===== config.mk =====
export PLATFORM = sky130hd
export DESIGN_NAME = tbs_controller
export DESIGN_NICKNAME = d
export VERILOG_FILES = /design/src/hdl/tbs_pkg.sv /design/src/hdl/tbs_controller.sv
export SDC_FILE = /design/constraint.sdc
export NUM_CORES = 1
export LEC_CHECK = 0
export ABC_AREA = 1
export BUFFER_PORTS_ARGS = -buffer_cell sky130_fd_sc_hd__buf_4
export CAP_MARGIN = 5
export CORE_MARGIN = 2
export CORE_UTILIZATION = 40
export DETAILED_ROUTE_END_ITERATION = 12
export PLACE_DENSITY = 0.64
export SLEW_MARGIN = 30
export SYNTH_ARGS = -nofsm -noshare
export SYNTH_HDL_FRONTEND = slang
export SYNTH_SLANG_ARGS = --single-unit

===== constraint.sdc =====
create_clock -name clock -period 1.7 [get_ports clock]
set_clock_uncertainty 0.1 [all_clocks]
set_input_delay 0.085 -clock clock [delete_from_list [all_inputs] [get_ports clock]]
set_output_delay 0.085 -clock clock [all_outputs]
set_load 0.01 [all_outputs]

===== src/hdl/tbs_pkg.sv =====
// Shared types and constants for the table search block.
// No dependencies; used by the controller, datapath, top level and checker.
package tbs_pkg;

   // Fixed field widths of the request and response
   localparam int POS_WIDTH     = 11;
   localparam int OPERAND_WIDTH = 32;

   // Request action codes
   localparam logic [1:0] ACT_LOAD   = 2'd0;
   localparam logic [1:0] ACT_LINEAR = 2'd1;
   localparam logic [1:0] ACT_BINARY = 2'd2;

   typedef struct packed {
      logic [1:0]                      action;
      logic [POS_WIDTH-1:0]            slot;
      logic signed [OPERAND_WIDTH-1:0] operand;
   } req_type;

   typedef struct packed {
      logic [POS_WIDTH-1:0] position;
      logic                 found;
   } rsp_type;

   // Datapath commands issued by the controller, one per cycle
   typedef enum logic [3:0] {
      CMD_NONE,
      CMD_LOAD,
      CMD_LIN_START,
      CMD_LIN_STEP,
      CMD_BIN_START,
      CMD_BIN_FIRST,
      CMD_BIN_LAST,
      CMD_BIN_PROBE,
      CMD_BIN_NARROW,
      CMD_HIT,
      CMD_MISS
   } dp_cmd_type;

   // Datapath status seen by the controller
   typedef struct packed {
      logic count_zero;  // table in use is empty
      logic match;       // registered read data equals key
      logic lin_last;    // linear compare is at the last slot in use
      logic bin_empty;   // binary interval lo > hi
   } dp_status_type;

endpackage


===== src/hdl/tbs_controller.sv =====
// Controller of the table search block: sequences loads, linear and binary search.
// Depends on tbs_pkg; drives tbs_datapath through its command port.
module tbs_controller (
   input  logic                   clock,
   input  logic                   reset,
   input  logic                   start,
   input  logic [1:0]             action,
   input  tbs_pkg::dp_status_type status,
   output tbs_pkg::dp_cmd_type    cmd,
   output logic                   busy,
   output logic                   rsp_strobe
);

   typedef enum logic [2:0] {
      ST_IDLE,
      ST_LIN_RUN,
      ST_BIN_FIRST,
      ST_BIN_LAST,
      ST_BIN_PROBE,
      ST_BIN_CHECK
   } state_type;

   state_type state_ff, state_in;
   logic      strobe_ff, strobe_in;

   // Next state and command
   always_comb begin
      state_in  = state_ff;
      strobe_in = 1'b0;
      cmd       = tbs_pkg::CMD_NONE;
      unique case (state_ff)
         ST_IDLE: begin
            if (start) begin
               unique case (action)
                  tbs_pkg::ACT_LOAD: begin
                     cmd = tbs_pkg::CMD_LOAD;
                  end
                  tbs_pkg::ACT_LINEAR: begin
                     if (status.count_zero) begin
                        cmd       = tbs_pkg::CMD_MISS;
                        strobe_in = 1'b1;
                     end else begin
                        cmd      = tbs_pkg::CMD_LIN_START;
                        state_in = ST_LIN_RUN;
                     end
                  end
                  tbs_pkg::ACT_BINARY: begin
                     if (status.count_zero) begin
                        cmd       = tbs_pkg::CMD_MISS;
                        strobe_in = 1'b1;
                     end else begin
                        cmd      = tbs_pkg::CMD_BIN_START;
                        state_in = ST_BIN_FIRST;
                     end
                  end
                  default: begin
                  end
               endcase
            end
         end
         // One compare per cycle, next read issued alongside
         ST_LIN_RUN: begin
            if (status.match) begin
               cmd       = tbs_pkg::CMD_HIT;
               strobe_in = 1'b1;
               state_in  = ST_IDLE;
            end else if (status.lin_last) begin
               cmd       = tbs_pkg::CMD_MISS;
               strobe_in = 1'b1;
               state_in  = ST_IDLE;
            end else begin
               cmd = tbs_pkg::CMD_LIN_STEP;
            end
         end
         ST_BIN_FIRST: begin
            cmd      = tbs_pkg::CMD_BIN_FIRST;
            state_in = ST_BIN_LAST;
         end
         ST_BIN_LAST: begin
            cmd      = tbs_pkg::CMD_BIN_LAST;
            state_in = ST_BIN_PROBE;
         end
         ST_BIN_PROBE: begin
            if (status.bin_empty) begin
               cmd       = tbs_pkg::CMD_MISS;
               strobe_in = 1'b1;
               state_in  = ST_IDLE;
            end else begin
               cmd      = tbs_pkg::CMD_BIN_PROBE;
               state_in = ST_BIN_CHECK;
            end
         end
         ST_BIN_CHECK: begin
            if (status.match) begin
               cmd       = tbs_pkg::CMD_HIT;
               strobe_in = 1'b1;
               state_in  = ST_IDLE;
            end else begin
               cmd      = tbs_pkg::CMD_BIN_NARROW;
               state_in = ST_BIN_PROBE;
            end
         end
         default: begin
            state_in = ST_IDLE;
         end
      endcase
   end

   // State and registered strobe
   always_ff @(posedge clock) begin
      if (reset) begin
         state_ff  <= ST_IDLE;
         strobe_ff <= 1'b0;
      end else begin
         state_ff  <= state_in;
         strobe_ff <= strobe_in;
      end
   end

   assign busy       = (state_ff != ST_IDLE);
   assign rsp_strobe = strobe_ff;

endmodule


==> Word level (Yosys, flattened, before mapping) <==
Cells that the tools add are included.
{ "word_totals": {"register_bits": 4, "latch_bits": 0, "mem_bits_rw": 0, "romBits": 0, "input_bits": 9, "out_inout_bits": 6, "n_memories": 0} }
{ "classes": {"addsub": 0, "multipliers": 0, "n_div": 0, "order_cmp": 0, "n_eq_ne": 12, "n_shift": 0, "n_mux": 26, "bitwise": 0, "reduce_logical": 5} }
{ "op_table": {"columns": ["cell", "count"], "rows": [
  ["$mux W4", 6],
  ["$pmux W4 S6", 1],
  ["$mux W3", 7],
  ["$pmux W3 S6", 1],
  ["$pmux W4 S3", 1],
  ["$ne A3 B3 Y1 const B", 3],
  ["$mux W1", 8],
  ["$eq A3 B2 Y1 const B", 2],
  ["$eq A3 B3 Y1 const B", 2],
  ["$pmux W3 S2", 1],
  ["$reduce_and A5 Y1", 1],
  ["$pmux W1 S4", 1],
  ["$eq A3 B1 Y1 const B", 1],
  ["$logic_not A3 Y1", 1],
  ["$ne A3 B1 Y1 const B", 1],
  ["$reduce_bool A3 Y1", 1],
  ["$eq A2 B1 Y1 const B", 1],
  ["$eq A2 B2 Y1 const B", 1],
  ["$logic_not A2 Y1", 1],
  ["$ne A2 B2 Y1 const B", 1],
  ["$reduce_or A2 Y1", 1]
]} }

==> Logic depth before layout (Yosys ltp) <==
Gate-level depths: netlist (run 1).
{ "logic_depth": {"word_depth": 5, "depth_mapped": 10, "depth_no_buf": 10} }

==> Worst setup path before layout (run 1) <==
OpenSTA, ideal clock, no wires.
{ "synth_path": {"path_kind": "reg2reg", "from": "reg state_ff[1]", "to": "reg state_ff[0]", "setup_time_ns": 0.111, "arrival_time_ns": 1.158, "t_required_ns": 1.489, "setup_slack_ns": 0.330, "path_stages_with_launch": 9, "path_buffers": 0, "path_cell_list": "dfxtp_1 -> inv_2 -> ha_1 -> inv_1 -> nand2_1 -> nand3_2 -> nor2_1 -> nor2_1 -> nor2_1"} }
{ "synth_via": {"elab_chain_len": 3} }
{ "synth_lines": {"columns": ["item", "line_no", "source"], "rows": [
  ["from (decl)", "tbs_controller.sv:23", "state_type state_ff, state_in;"],
  ["from (signal assigned)", "tbs_controller.sv:115", "state_ff <= state_in;"],
  ["$eq A3 B1 Y1 / $logic_not A3 Y1 (equally long branches)", "tbs_controller.sv:31", "unique case (state_ff)"],
  ["$ne A3 B3 Y1 (no source line), or another cell as far along", null, null],
  ["$reduce_and A5 Y1 (no source line)", null, null]
]} }
Several ways; a longest one is shown, not always the timed one.
A chain may end at the register's enable or synchronous reset.

==> Worst setup path in the final report (run 1) <==
{ "layout_path": {"from": "reg state_ff[1]", "to": "out cmd[1]"} }
{ "layout_via": {"elab_chain_len": 2} }
{ "layout_lines": {"columns": ["item", "line_no", "source"], "rows": [
  ["$eq A3 B3 Y1, or another cell as far along", "tbs_controller.sv:31", null],
  ["$pmux W4 S6 *", "tbs_controller.sv:31", null],
  ["to (decl)", "tbs_controller.sv:9", "output tbs_pkg::dp_cmd_type cmd,"]
]} }
Every way passes the cells marked *; elsewhere a longest branch is shown, timed or not.

==> results of run 1 <==
-- final cells by class --
type                    instances  area, µm²
inverters                      14      55.05
fillers                       140      549.3
clock buffers                   3      22.52
multi-input cells              70      406.6
flip-flops and latches          4      86.33
well taps                      15      18.77
repair buffers                 17      130.1
-- how the worst max path moves through the flow --
stage,to,start,cells after the start,slack (ns)
finish,cmd[1],state_ff[1],8,0.11
global route,cmd[3],state_ff[1],8,-0.01
CTS,cmd[3],state_ff[2],8,0.008
detailed placement,state_ff[0],state_ff[2],8,0.25
global placement,state_ff[0],state_ff[1],8,0.27
floorplan,state_ff[0],state_ff[1],8,0.33
-- repair_timing --
action,4_1_cts,5_1_grt
setup buffers,0,2
hold buffers,1,0
endpoints found under the hold margin,3,0
setup endpoints to repair,0,4
resized for setup,0,8
-- metal layers --
layer / GRT usage, % / share of wire [%] / vias up / wire length (µm)
met3: 8.333 / 4.4 / 0 / 55
li1: - / - / 318 / -
met5: 0 / 0 / - / 0
met4: 0 / 0 / 0 / 0
met1: 25.08 / 47 / 245 / 593
met2: 28.57 / 48 / 12 / 610
-- synthesized netlist by cell type --
master | number | area (µm²)
o21ai_0 | 4 | 20.02
nand3_2 | 2 | 20.02
ha_1 | 8 | 100.1
nor2_4 | 1 | 11.26
nor2_1 | 21 | 78.83
nor2_2 | 1 | 6.260
dfxtp_1 | 4 | 80.08
inv_1 | 10 | 37.54
nand4_1 | 1 | 6.260
a31oi_1 | 1 | 6.260
a21oi_1 | 3 | 15.01
nand2_1 | 15 | 56.30
nor3_1 | 3 | 15.01
nor3_2 | 1 | 10.01
nand2_2 | 3 | 18.77
o21bai_1 | 1 | 7.510
inv_2 | 4 | 15.01
nand3_1 | 5 | 25.02
-- flip-flops by register name, summed over array words and instances, names as in the netlist --
register and flops:
rsp_strobe 1, state_ff 3
-- worst max-delay path: cells and delay by family, from the launching register on --
family,cells,cell delay [ns]
buf+inv,2,0.18
flops,1,0.36
simple gates,6,0.63
-- report_power, final --
group / total, mW / switching [mW] / internal (mW)
logic: 0.128 / 0.0679 / 0.0606
clock network: 0.116 / 0.0374 / 0.0788
registers: 0.102 / 0.00532 / 0.0969
total: 0.347 / 0.111 / 0.236
-- cells in the final DEF (no fill, tap or decap) --
| cell type | instances |
|---|---|
| nor2_1 | 21 |
| buf_4 | 16 |
| nand2_1 | 15 |
| inv_1 | 10 |
| ha_1 | 8 |
| nand3_1 | 5 |
| inv_2 | 3 |
| a21oi_1 | 3 |
| o21ai_0 | 3 |
| nor3_1 | 3 |
| clkbuf_4 | 3 |
| nor2_4 | 2 |
| nand2_2 | 2 |
| nand3_2 | 2 |
| dfxtp_2 | 2 |
| inv_4 | 1 |
| nand2_4 | 1 |
| a31oi_1 | 1 |
| o21ai_1 | 1 |
| nor3_2 | 1 |
| nand4_1 | 1 |
| o21bai_1 | 1 |
| dlygate4sd3_1 | 1 |
| dfxtp_1 | 1 |
| dfxtp_4 | 1 |
-- cell families (layout without fill, tap and decap cells) --
| kind of cell | Yosys count | count (layout) | synth area share, % |
|---|---|---|---|
| fa+ha+maj | 8 | 8 | 18.91 |
| simple gates | 53 | 53 | 46.81 |
| buf+inv | 14 | 34 | 9.929 |
| flops | 4 | 4 | 15.13 |
| compound gates | 9 | 9 | 9.220 |
-- stage by stage --
step           hold WS [ns]  cell area (µm²)  utilization, %   TNS, ns  worst slack, ns
5_1_grt              0.1773            719.4           56.71  -0.01423         -0.01423
3_5_place_dp         0.1787            653.1           51.48         0           0.2473
3_3_place_gp         0.1755            653.1           51.48         0           0.2684
2_1_floorplan       0.05738            529.3               -         0           0.3305
4_1_cts             0.09532            685.7           54.04         0         0.007940
6_report            0.09846            719.4           56.71         0           0.1079
==> metrics.md, run 1 <==
| Metric | Value |
|---|---|
| Status | completed |
| Pin count of the biggest net entering global routing | 9 |
| Root Buffer | clkbuf_4 |
| Post-DRT Antenna Nets | 0 |
| Remaining design rule violation count | 0 |
| Crit path kind | register to output pin |
| Capturing point of the worst reg2reg path | state_ff[0] |
| Initial Util | 41.72% |
| Die height | 40.38 µm |
| Overall routing resource usage | 18.57% |
| Clock slew at reported path FFs | 0.04 ns |
| CP Data Arrival Time | 1.41 ns |
| Synthesis-to-layout area growth | 35.93% |
| Antenna fix cells | 0 |
| Cells after DPL | 117 |
| Worst-path cell chain | nor2_4 -> nand2_4 -> nor2_4 -> inv_2 -> nor2_1 -> nor3_1 -> nor2_1 -> buf_4 |
| CTS tree | done |
| Req. time, crit path | 1.51 ns |
| Fin cells | 123 |
| Yosys warnings | 0 |
| Hold depth | 5 |
| Worst-path maximum fanout | 7 |
| TritonCTS Buffers | 3 |
| CTS H-Tree Depth | 1 |
| Setup violations, final | 0 |
| Core box area | 1269 µm² |
| Ports | 15 |
| Die W | 40.38 µm |
| Vias | 575 |
| Nets | 127 |
| Synth Instances | 88 |
| Site row count | 13 |
| Hold Path End | rsp_strobe |
| Worst-Skew Late Latency | 0.23 ns |
| Max rail drop VDD | 0.3450 mV |
| Final Hold Viols | 0 |
| PD cells | 482.3 nW/µm² |
| Max Root-Sink Buffers | 2 |
| Avg Cell Area, Syn | 6.014 µm² |
| Tmin final | 1.592 ns |
| Fmax | 628.1 MHz |
| Vias/cell | 4.675 |
| Min-delay worst type | primary input to register |
| Gpl congestion | 0.8263 |
| Full die area | 1630 µm² |
| Global route overflow | 0 |
| Port Buffers | 14 |
| Worst slew pin tran | 0.1846 ns |
| Startpoint Class | register |
| Reg2Reg Depth | 8 |
| Syn Std Cell Area | 529.3 µm² |
| MaxCap Viol Count | 0 |
| Syn_nets | 105 |
| CP max-delay cell | dfxtp_2 |
| Max incr delay on CP | 0.36 ns |
| Period utilization | 93.65% |
| Sequential fraction of the synthesis area | 15.13% |
| FF+latch count, synth | 4 |
| Final Power | 347.0 µW |
| Share of layout cells above drive strength 1 | 31.48% |
| Synth unique cells | 18 |
| Slew margin rel. | 87.60% |
| Leak | 0.3912 nW |
| Initial DRC count | 19 |
| Slew Viols, Final | 0 |
| Vias in the first global route | 513 |
| CP endpoint kind | output pin |
| Hold_sp | status[0] |
| R2R Path Start | state_ff[1] |
| Detailed-route wire length per cell | 10.24 µm |
| DP HPWL | 1.007 mm |
| Reg2Reg Setup Slack | 0.30 ns |
| CTS sink cnt | 4 |
| Initial antenna violation count | 0 |
| First-pass DRT Iterations | 4 |
| Total Wirelength | 1.259 mm |
| Global-route wire length before repair | 2.001 mm |
Note: power is estimated with default switching activity, not from simulation.
==> run 2: changes to the inputs <==
- ABC_AREA: 1 -> 0
==> metrics.md, run 2 <==
| Metric | Value |
|---|---|
| Worst-Skew Late Latency | 0.23 ns |
| Clk network pwr share | 37.8% |
| CP max-delay cell | dfxtp_1 |
| Final std cell area, no fill | 737.0 µm² |
| Most common cell after layout, fill and taps aside | buf_4 |
| Status | completed |
| CTS tree | done |
| Most frequent cells in the layout | buf_4, ha_1, inv_1, nor2_1, a31oi_1 |
| Top cells by area, synth | ha_1, dfxtp_1, a31oi_1 |
| Ports | 15 |
| Sequential fraction of the synthesis area | 14.45% |
| Syn_nets | 87 |
| Cells after DPL | 99 |
| Initial antenna violation count | 0 |
| TritonCTS Buffers | 3 |
| Initial DRC count | 2 |
| DP HPWL | 1.049 mm |
| Req. time, crit path | 1.51 ns |
| Vias/cell | 5.379 |
| CTS sink cnt | 4 |
| Number of flip-flops in the largest register | 3 |
| Setup violations, final | 0 |
| Main synth FF type | dfxtp_1 |
| Post-synth top area cell | ha_1 |
| Final Hold Viols | 0 |
| Pint | 219.0 µW |
| Initial Util | 42.60% |
| Avg Cell Area, Syn | 7.918 µm² |
| CP Data Arrival Time | 1.46 ns |
| Worst-path cell chain | buf_4 -> ha_2 -> nor2_1 -> o221ai_1 -> o41ai_2 -> buf_4 |
| Slew margin rel. | 76.25% |
| Max Root-Sink Buffers | 2 |
| Crit path kind | register to output pin |
| Clock slew at reported path FFs | 0.04 ns |
| Remaining design rule violation count | 0 |
| Placed cell area | 681.9 µm² |
| Setup TNS | 0 ns |
| Startpoint Class | register |
| Placement Setup Slack | 0.1540 ns |
| Worst Slack Setup Final | 0.05692 ns |
| Core box area | 1301 µm² |
| Share of layout cells above drive strength 1 | 37.50% |
| Crit path from | state_ff[2] |
| Fin cells | 103 |
| Tmin final | 1.643 ns |
| Slew Viols, Final | 0 |
| Net Sw Frac | 26.40% |
| CP endpoint kind | output pin |
| Root Buffer | clkbuf_4 |
| Pin count of the biggest net entering global routing | 14 |
| Die height | 41.23 µm |
| Synth cell count leaders | ha_1, inv_1, nor2_1 |
| Hold depth | 3 |
| Die W | 41.23 µm |
| Psw | 78.55 µW |
| Post-CTS setup buffer count | 0 |
| Nets | 107 |
| Synthesis-to-layout area growth | 32.96% |
| Min-delay worst type | primary input to register |
| Vias | 554 |
| Post-DRT Antenna Nets | 0 |
| Total Wirelength | 1.325 mm |
| Syn Std Cell Area | 554.3 µm² |
| Full die area | 1700 µm² |
| Comb power frac | 28.1% |
| Port Buffers | 14 |
| Async S/R FF share, synth | 0% |
| Capturing point of the worst reg2reg path | state_ff[2] |
| Post-synth EDFFs | 0 |
| Gpl congestion | 0.7638 |
| Site row count | 13 |
| Unrepaired setup endpoints after global routing | no |
| Synth unique cells | 36 |
| First-pass DRT Iterations | 2 |
| Period utilization | 96.65% |
| FF+latch count, synth | 4 |
| Leak | 0.3406 nW |
| CP endpoint | cmd[0] |
| PD cells | 403.8 nW/µm² |
| CTS H-Tree Depth | 1 |
| Max incr delay on CP | 0.41 ns |
| Yosys warnings | 0 |
| Worst-path maximum fanout | 6 |
| Worst slew pin tran | 0.3533 ns |
| Fmax | 608.6 MHz |
| Most flops, register | state_ff |
| Global route overflow | 0 |
| Part of the power in registers | 34.1% |
| Global-route wire length before repair | 2.159 mm |
| Final Power | 297.6 µW |
| Most frequent cell after synthesis | ha_1 |
| MaxCap Viol Count | 0 |
| Overall routing resource usage | 19.02% |
| CP most frequent cell | buf_4 |
| Max rail drop VDD | 0.2841 mV |
| Vias in the first global route | 546 |
| Synth Instances | 70 |
| Reg2Reg Depth | 5 |
| R2R Path Start | state_ff[1] |
| Detailed-route wire length per cell | 12.86 µm |
| Reg2Reg Setup Slack | 0.16 ns |
| Antenna fix cells | 0 |
| Synth top area share | 18.06% |
[run 2: stage by stage]
step / utilization [%] / hold WS, ns
2_1_floorplan: - / 0.05386
5_1_grt: 56.63 / 0.09502
4_1_cts: 55.58 / 0.08244
3_3_place_gp: 52.40 / 0.1920
3_5_place_dp: 52.40 / 0.1941
6_report: 56.63 / 0.08214
[run 2: how the worst min path moves through the flow]
stage,from,endpoint,slack [ns]
6_report,status[1],state_ff[0],0.08
5_1_grt,status[1],state_ff[0],0.1
4_1_cts,status[1],state_ff[0],0.08
3_5_place_dp,reset,state_ff[2],0.19
3_3_place_gp,reset,state_ff[2],0.19
2_1_floorplan,reset,state_ff[2],0.05
[run 2: final cells by class]
cell class              count  area [µm²]
inverters                   8       30.03
repair buffers             18       141.4
clock buffers               3       22.52
fillers                   138       564.3
flip-flops and latches      4       82.58
multi-input cells          55       441.7
well taps                  15       18.77
[run 2: logic make-up after synthesis]
| kind of cell | Yosys count | synth area share, % |
|---|---|---|
| AND/OR/NAND/NOR | 26 | 30.25 |
| adder cells (fa/ha/maj) | 8 | 18.06 |
| flip-flops | 4 | 14.45 |
| buffers and inverters | 11 | 9.030 |
| AO/OA/AOI/OAI | 21 | 28.21 |
[run 2: timing repair]
| item | in CTS | in global routing |
|---|---|---|
| endpoints found under the setup margin | 2 | 4 |
| resized for setup | 2 | 4 |
| hold endpoints to repair | 3 | 0 |
| pin swaps | 0 | 1 |
| cloned | 0 | 0 |
| hold buffers | 1 | 0 |
[run 2: routing by layer]
| metal | up-vias | track usage, % | part of all wire (%) |
|---|---|---|---|
| met4 | 0 | 1.613 | 0 |
| met1 | 246 | 21.54 | 46 |
| met5 | - | 0 | 0 |
| li1 | 293 | - | - |
| met2 | 15 | 35.55 | 50 |
| met3 | 0 | 5.978 | 4.6 |
[run 2: power groups by stage]
stage	logic, mW	clock network (mW)	registers, mW
final	0.0837	0.112	0.102
after global routing	0.0937	0.125	0.102
after CTS	0.0841	0.115	0.101
after detailed placement	0.0810	0	0.102
after global placement	0.0805	0	0.102
after floorplan	0.0405	0	0.101
[run 2: critical path: cells and delay by family (launching register included)]
kind / cells / cell delay (ns)
DFF: 1 / 0.41
and+or+nand+nor: 1 / 0.06
buffers and inverters: 2 / 0.33
AOI/OAI and AO/OA: 2 / 0.20
adders and majority gates: 1 / 0.24
